**src/rtl/assert_macros.svh**
```systemverilog
// Assertion macros for the RTL, included by the CRC engine.
`ifndef ASSERT_MACROS_SVH
`define ASSERT_MACROS_SVH
`ifndef SYNTHESIS
// Property holds on every clock edge outside reset.
`define ASSERT_AT(label, clk, rstn, prop, msg) \
    label: assert property (@(posedge clk) disable iff (!rstn) prop) else $error(msg);
// Expression never holds on a clock edge outside reset.
`define ASSERT_NEVER(label, clk, rstn, expr, msg) \
    label: assert property (@(posedge clk) disable iff (!rstn) !(expr)) else $error(msg);
`else
`define ASSERT_AT(label, clk, rstn, prop, msg)
`define ASSERT_NEVER(label, clk, rstn, expr, msg)
`endif
`endif

```
**src/rtl/crc16ce_pkg.sv**
```systemverilog
// Constants and CRC helper functions for the CRC-16 byte engine.
package crc16ce_pkg;

    localparam int unsigned CRC_W  = 16;
    localparam int unsigned BYTE_W = 8;
    localparam int unsigned IDX_W  = 8;

    // Register indexes on the configuration channel
    localparam logic [IDX_W-1:0] REG_POLYNOMIAL    = 8'd0;
    localparam logic [IDX_W-1:0] REG_SHIFT_DIR     = 8'd1;
    localparam logic [IDX_W-1:0] REG_BYTE_XFORM    = 8'd2;
    localparam logic [IDX_W-1:0] REG_INITIAL_VALUE = 8'd3;

    // Bits of the byte transform register
    localparam int unsigned XFORM_SWAP_BIT    = 0;
    localparam int unsigned XFORM_REVERSE_BIT = 1;

    localparam logic [CRC_W-1:0] POLY_RESET = 16'h1021;
    localparam logic [CRC_W-1:0] TOP_BIT    = 16'h8000;

    function automatic logic [BYTE_W-1:0] reverse8(input logic [BYTE_W-1:0] v);
        logic [BYTE_W-1:0] r;
        for (int i = 0; i < BYTE_W; i++) begin
            r[i] = v[BYTE_W-1-i];
        end
        return r;
    endfunction

    function automatic logic [CRC_W-1:0] reverse16(input logic [CRC_W-1:0] v);
        logic [CRC_W-1:0] r;
        for (int i = 0; i < CRC_W; i++) begin
            r[i] = v[CRC_W-1-i];
        end
        return r;
    endfunction

    // Eight bit steps of the CRC for one byte, in either shift direction.
    function automatic logic [CRC_W-1:0] crc_absorb(
        input logic [CRC_W-1:0]  crc,
        input logic [BYTE_W-1:0] b,
        input logic [CRC_W-1:0]  poly,
        input logic              reflected
    );
        logic [CRC_W-1:0] c;
        logic [CRC_W-1:0] rp;
        rp = reverse16(poly);
        if (!reflected) begin
            c = crc ^ {b, {(CRC_W-BYTE_W){1'b0}}};
            for (int k = 0; k < BYTE_W; k++) begin
                c = ((c & TOP_BIT) != '0) ? ({c[CRC_W-2:0], 1'b0} ^ poly)
                                          : {c[CRC_W-2:0], 1'b0};
            end
        end else begin
            c = crc ^ {{(CRC_W-BYTE_W){1'b0}}, b};
            for (int k = 0; k < BYTE_W; k++) begin
                c = c[0] ? ({1'b0, c[CRC_W-1:1]} ^ rp) : {1'b0, c[CRC_W-1:1]};
            end
        end
        return c;
    endfunction

endpackage

```
**src/rtl/crc16_configurable_byte_engine_unit.sv**
```systemverilog
// CRC-16 byte engine with configurable polynomial, direction, byte transform and seed.
// The CRC appears on m_tdata in the cycle after the last word is accepted; when that
// word completes a swapped pair, it follows once the pending state absorbs the held byte.
// Throughput: one word per cycle while the output slot is free; a completed swapped pair
// reuses the single byte CRC unit in its pending state; there only a word that gets held is taken, others wait.
// Reset (aresetn low, synchronous): control registers take their reset values, CRC = seed.
`include "assert_macros.svh"
module crc16_configurable_byte_engine_unit (
    input  logic                             aclk,
    input  logic                             aresetn,
    // input words
    input  logic                             s_tvalid,
    output logic                             s_tready,
    input  logic [crc16ce_pkg::BYTE_W-1:0]   s_tdata,   // [7:0] data_byte
    input  logic                             s_tlast,   // last_byte
    // result words
    output logic                             m_tvalid,
    input  logic                             m_tready,
    output logic [crc16ce_pkg::CRC_W-1:0]    m_tdata,   // [15:0] crc_value
    // configuration writes
    input  logic                             cfg_valid,
    output logic                             cfg_ready,
    input  logic [crc16ce_pkg::IDX_W-1:0]    cfg_index,
    input  logic [crc16ce_pkg::CRC_W-1:0]    cfg_data
);
    import crc16ce_pkg::*;

    logic [CRC_W-1:0]  poly_reg, poly_next;
    logic              dir_reg, dir_next;
    logic [1:0]        xform_reg, xform_next;
    logic [CRC_W-1:0]  init_reg, init_next;
    logic [CRC_W-1:0]  crc_reg, crc_next;
    logic [BYTE_W-1:0] held_byte_reg, held_byte_next;
    logic              held_valid_reg, held_valid_next;
    logic [BYTE_W-1:0] pend_byte_reg, pend_byte_next;
    logic              pend_last_reg, pend_last_next;
    logic              pending_reg, pending_next;
    logic              m_valid_reg, m_valid_next;
    logic [CRC_W-1:0]  m_data_reg, m_data_next;

    logic              out_free;
    logic              advance;
    logic              swap_on;
    logic              in_acc;
    logic              cfg_acc;
    logic              emit;
    logic [BYTE_W-1:0] raw_byte;
    logic [BYTE_W-1:0] crc_byte;
    logic [CRC_W-1:0]  crc_step;

    assign out_free  = !m_valid_reg || m_tready;
    // a pending pair ending a message needs the output slot
    assign advance   = pending_reg && (!pend_last_reg || out_free);
    assign swap_on   = xform_reg[XFORM_SWAP_BIT];
    // while the second half of a pair is absorbed, take only a word that gets held
    assign s_tready  = pending_reg ? (advance && swap_on && !s_tlast) : out_free;
    assign cfg_ready = !pending_reg;
    assign in_acc    = s_tvalid && s_tready;
    assign cfg_acc   = cfg_valid && cfg_ready;

    assign raw_byte  = pending_reg ? pend_byte_reg : s_tdata;
    assign crc_byte  = xform_reg[XFORM_REVERSE_BIT] ? reverse8(raw_byte) : raw_byte;
    assign crc_step  = crc_absorb(crc_reg, crc_byte, poly_reg, dir_reg);

    assign m_tvalid  = m_valid_reg;
    assign m_tdata   = m_data_reg;

    always_comb begin
        poly_next       = poly_reg;
        dir_next        = dir_reg;
        xform_next      = xform_reg;
        init_next       = init_reg;
        crc_next        = crc_reg;
        held_byte_next  = held_byte_reg;
        held_valid_next = held_valid_reg;
        pend_byte_next  = pend_byte_reg;
        pend_last_next  = pend_last_reg;
        pending_next    = pending_reg;
        emit            = 1'b0;

        // finish the pair: absorb the held byte after the new one
        if (advance) begin
            pending_next = 1'b0;
            if (pend_last_reg) begin
                emit     = 1'b1;
                crc_next = init_reg;
            end else begin
                crc_next = crc_step;
            end
        end

        if (in_acc) begin
            priority if (pending_reg) begin
                held_byte_next  = s_tdata;
                held_valid_next = 1'b1;
            end else if (held_valid_reg) begin
                crc_next        = crc_step;
                pending_next    = 1'b1;
                pend_byte_next  = held_byte_reg;
                pend_last_next  = s_tlast;
                held_valid_next = 1'b0;
                held_byte_next  = '0;
            end else if (swap_on && !s_tlast) begin
                held_byte_next  = s_tdata;
                held_valid_next = 1'b1;
            end else if (s_tlast) begin
                emit     = 1'b1;
                crc_next = init_reg;
            end else begin
                crc_next = crc_step;
            end
        end

        if (cfg_acc) begin
            unique case (cfg_index)
                REG_POLYNOMIAL:    poly_next  = cfg_data;
                REG_SHIFT_DIR:     dir_next   = cfg_data[0];
                REG_BYTE_XFORM:    xform_next = cfg_data[1:0];
                REG_INITIAL_VALUE: begin
                    init_next = cfg_data;
                    crc_next  = cfg_data;
                end
                default: ;
            endcase
        end

        m_valid_next = m_valid_reg && !m_tready;
        m_data_next  = m_data_reg;
        if (emit) begin
            m_valid_next = 1'b1;
            m_data_next  = crc_step;
        end
    end

    always_ff @(posedge aclk) begin
        if (!aresetn) begin
            poly_reg       <= POLY_RESET;
            dir_reg        <= 1'b0;
            xform_reg      <= 2'b00;
            init_reg       <= '0;
            crc_reg        <= '0;
            held_byte_reg  <= '0;
            held_valid_reg <= 1'b0;
            pend_last_reg  <= 1'b0;
            pending_reg    <= 1'b0;
            m_valid_reg    <= 1'b0;
        end else begin
            poly_reg       <= poly_next;
            dir_reg        <= dir_next;
            xform_reg      <= xform_next;
            init_reg       <= init_next;
            crc_reg        <= crc_next;
            held_byte_reg  <= held_byte_next;
            held_valid_reg <= held_valid_next;
            pend_last_reg  <= pend_last_next;
            pending_reg    <= pending_next;
            m_valid_reg    <= m_valid_next;
        end
    end

    always_ff @(posedge aclk) begin
        pend_byte_reg <= pend_byte_next;
        m_data_reg    <= m_data_next;
    end

    `ASSERT_NEVER(a_held_pend, aclk, aresetn, held_valid_reg && pending_reg, "hold in pair")
    `ASSERT_NEVER(a_emit_ovr, aclk, aresetn, emit && m_valid_reg && !m_tready, "result lost")
    `ASSERT_NEVER(a_cfg_pend, aclk, aresetn, cfg_ready && pending_reg, "cfg in pair")
    `ASSERT_AT(a_pair_done, aclk, aresetn, advance |=> !pending_reg, "pair stuck")

endmodule

```
**config.mk**
```make
export PLATFORM = sky130hd
export DESIGN_NAME = crc16_configurable_byte_engine_unit
export DESIGN_NICKNAME = d
export VERILOG_FILES = /design/src/rtl/crc16ce_pkg.sv /design/src/rtl/crc16_configurable_byte_engine_unit.sv
export VERILOG_INCLUDE_DIRS = /design/src /design/src/rtl
export SDC_FILE = /design/constraint.sdc
export NUM_CORES = 1
export LEC_CHECK = 0
export BUFFER_PORTS_ARGS = -buffer_cell sky130_fd_sc_hd__buf_4
export CAP_MARGIN = 20
export CORE_UTILIZATION = 30
export DETAILED_ROUTE_END_ITERATION = 12
export PLACE_DENSITY = 0.49
export SYNTH_ARGS = -nofsm -noshare
export SYNTH_HDL_FRONTEND = slang
export SYNTH_SLANG_ARGS = --single-unit
```
**constraint.sdc**
```tcl
create_clock -name aclk -period 5.8 [get_ports aclk]
set_input_delay 0.58 -clock aclk [delete_from_list [all_inputs] [get_ports aclk]]
set_output_delay 0.58 -clock aclk [all_outputs]
set_load 0.005 [all_outputs]
```
==> results.yml <==
sta:
  hold_viol_final: 0
  fmax_ghz: 0.180
  finalWorstSetupSlack_ns: 0.258
  fin_crit_ns: 5.54
  drv_slew: 0
  period_share_pct: 95.6
  relSlewSlack_pct: 32.0
  rsz0062_at_grt: "yes"
  worstMarginPinSlew_ns: 1.02
  fin_skew_ns: 0.00964
  setup_viol: 0
hold_path:
  min_from: "held_byte_reg[2]"
  hold_path.class: "reg -> reg"
  min_to: "pend_byte_reg[2]"
  min_path_cells: 0
critical_path:
  cp_top_family: "simple AND/OR/NAND/NOR gates"
  crit-reg2reg-launch: "pending_reg"
  rr_endpoint: "m_tdata[4]"
  start_kind: "register"
  r2r_cells: 16
  worstPathCellList: "buf_4, mux2i_4, mux2i_1, or4_4, a211oi_1, a2bb2oi_1, a211o_1, or4_4, a2111o_1, o211ai_2, a31oi_2, and3_4, or2_1, and4_1, a311oi_2, nand2_1"
  cp_common_cell: "or4_4"
  crit_fanout: 12
  cpMaxStageDelayCell: "or4_4"
  critPathBufInv: 1
  crit_arrival_ns: 5.64
  r2r_slack_ns: 0.26
  crit_path_end_kind: "register"
  slowest_delay_ns: 0.63
  required_ns: 5.90
  crit_type: "reg -> reg"
clock_tree:
  cts_sinks: 87
  path_clk_slew_ns: 0.07
  clockBufferDepth: 2
  clockRootBuffer: "clkbuf_16"
  cts_inserted_buffers: 9
  ctsHoldBuffers: 0
  clkLatencyLatePin_ns: 0.35
  cts_tree: "done"
  htree_levels: 3
finish:
  fin_nets: 1418
  post-route-util_pct: 35.5
  antenna_cells: 0
  area_delta_synth_final_pct: 15.4
  drive_gt1_share_pct: 16.2
synth:
  postSynthCellCount: 1328
  synth_area_per_cell_um2: 7.62
  synthArstFlopShare_pct: 0
  synth_fa_ha_area_share_pct: 0
  synthXorXnorAreaFrac_pct: 18.2
  ys_warn_count: 0
  synth-seq-cells: 87
  yosys-top-cells-area: "xnor2_1, dfxtp_1, nand2_1, edfxtp_1, mux2i_1"
  synth_cell_type_count: 104
  syn-num-nets: 1366
  synth_area_um2: 10100
  synth_ff_type: "dfxtp_1"
  synthSimpleGateAreaFrac_pct: 24.3
  ys_seq_area_share_pct: 19.6
  synth_top_family_by_area: "compound AO/OA/AOI/OAI gates"
  muxShareOfSynthArea_pct: 6.92
  synth_area_leader_cell: "xnor2_1"
  synth_edf_count: 24
  synth_compound_area_share_pct: 25.9
  yosysTopAreaCellShare_pct: 14.6
routing:
  num_vias: 10500
  wire_per_inst_um: 21.6
  ant_nets: 0
  drtIter0Drc: 1012
  firstDrtPassIters: 6
  remaining_drc_errors: 0
  viasPerCell: 5.74
  wl_um: 39400
pwr:
  vdd_drop_max_uv: 137
  p_total_uw: 2910
  leakagePower_uw: 0.00391
  p_per_area_nw_per_um2: 249
floorplanning:
  initial_core_util_pct: 30.8
  fp-row-count: 66
  die_w_um: 186
  dieArea_um2: 34500
  chipHeight_um: 186
  core_um2: 32900
  ios: 57
placement:
  dpl.hpwl_um: 29600
  portBuffers: 56
  place_congestion: 0.881
  post-place-ws_ns: 0.276
grt:
  grt_max_degree: 68
  track_usage_pct: 23.3
  grt_first_pass_wirelength_um: 60700
  grt_pass1_vias: 9761
  grt-ovfl-total: 0
  antenna_found_initial: 0
flow_run:
  drv_cap: 0
outcome:
  status: "complete, no violations"
worst register-to-register path, delay by kind of cell (launching register included):
| kind | cells | cell delay, ns |
|---|---|---|
| simple gates | 6 | 2.06 |
| compound gates | 7 | 1.84 |
| buf+inv | 1 | 0.25 |
| mux | 2 | 0.68 |
| flops | 1 | 0.45 |
power breakdown:
group	total (uW)	switching (uW)	internal (uW)
clock network	648	270	378
logic	1530	901	633
registers	725	52.0	673
total	2910	1220	1680
routing by layer:
metal | GRT usage [%] | up-vias | share of wire, %
li1 | - | 4931 | -
met1 | 32.1 | 5050 | 45
met2 | 37.1 | 437 | 45
met3 | 2.97 | 63 | 6.7
met4 | 8.26 | 0 | 2.9
met5 | 0 | - | 0
cell families (layout without fill, tap and decap cells):
group                     count (synthesis)  after routing
xor gates and xnor gates                200            200
DFF                                      87             87
buffers and inverters                   123            180
AOI/OAI and AO/OA                       354            354
and+or+nand+nor                         506            506
muxes                                    58             58
metrics by stage:
step,instances,TNS (ns),hold slack (ns),cell area (um2)
2_1_floorplan,1328,0,0.408,10100
3_3_place_gp,1808,0,0.412,11300
3_5_place_dp,1808,0,0.418,11300
4_1_cts,1824,0,0.434,11600
5_1_grt,1827,-0.0583,0.437,11700
6_report,1827,0,0.431,11700
what timing repair did:
item                                    4_1_cts  5_1_grt
resized for setup                             0        6
buffers inserted                              0        3
hold endpoints to repair                      0        0
endpoints found under the setup margin        0       26
cells in the final DEF, fill, tap and decap left out, drive strengths merged, types with 13 or more instances in the layout:
| master | netlist | routed |
|---|---|---|
| nand2 | 266 | 266 |
| xnor2 | 173 | 173 |
| buf | 29 | 141 |
| dfxtp | 63 | 63 |
| a21oi | 62 | 62 |
| o21ai | 57 | 57 |
| nor2 | 51 | 51 |
| mux2i | 44 | 44 |
| nand3 | 43 | 43 |
| a21boi | 29 | 29 |
| edfxtp | 24 | 24 |
| xor2 | 23 | 23 |
| a211oi | 23 | 23 |
| nor2b | 20 | 20 |
| inv | 17 | 19 |
| and3 | 17 | 17 |
| a221oi | 17 | 17 |
| o211ai | 16 | 16 |
| a31oi | 15 | 15 |
| a21o | 13 | 13 |
| o31ai | 13 | 13 |
synth_stat cells (7+ instances only):
library cell	number
a2111oi_0	9
a211oi_1	22
a21boi_0	29
a21o_1	13
a21oi_1	60
a221oi_1	15
a311oi_1	7
a31oi_1	12
a32o_1	7
a32oi_1	12
and3_1	16
buf_1	13
buf_2	10
clkbuf_1	71
dfxtp_1	63
edfxtp_1	24
inv_1	17
mux2i_1	41
mux4_2	7
nand2_1	266
nand2b_1	12
nand3_1	42
nand3b_1	9
nand4_1	11
nor2_1	47
nor2b_1	20
nor3_1	11
nor4_1	10
o211ai_1	14
o21a_1	12
o21ai_0	41
o21ai_1	15
o31ai_1	10
o32ai_1	8
or3_1	12
xnor2_1	169
xor2_1	22
worst max path at each step:
stage / startpoint / end / slack, ns / depth (start not counted)
3_5_place_dp: s_tdata[1] / m_tdata[10] / 0.28 / 16
4_1_cts: pending_reg / m_tdata[4] / 0.21 / 16
5_1_grt: pending_reg / m_tdata[4] / -0.06 / 17
6_report: pending_reg / m_tdata[4] / 0.26 / 16
2_1_floorplan: s_tdata[2] / m_tdata[4] / 1.02 / 17
3_3_place_gp: s_tdata[2] / m_tdata[4] / 0.30 / 17
area by class of cell:
cell class / instances / area, um2
Multi-Input combinational cell: 1118 / 7670
Tap cell: 442 / 553
Fill cell: 3591 / 21200
Inverter: 23 / 86.3
Sequential cell: 87 / 1980
Clock inverter: 4 / 58.8
Clock buffer: 12 / 268
Timing Repair Buffer: 141 / 1060
(Power assumes the default switching activity.)
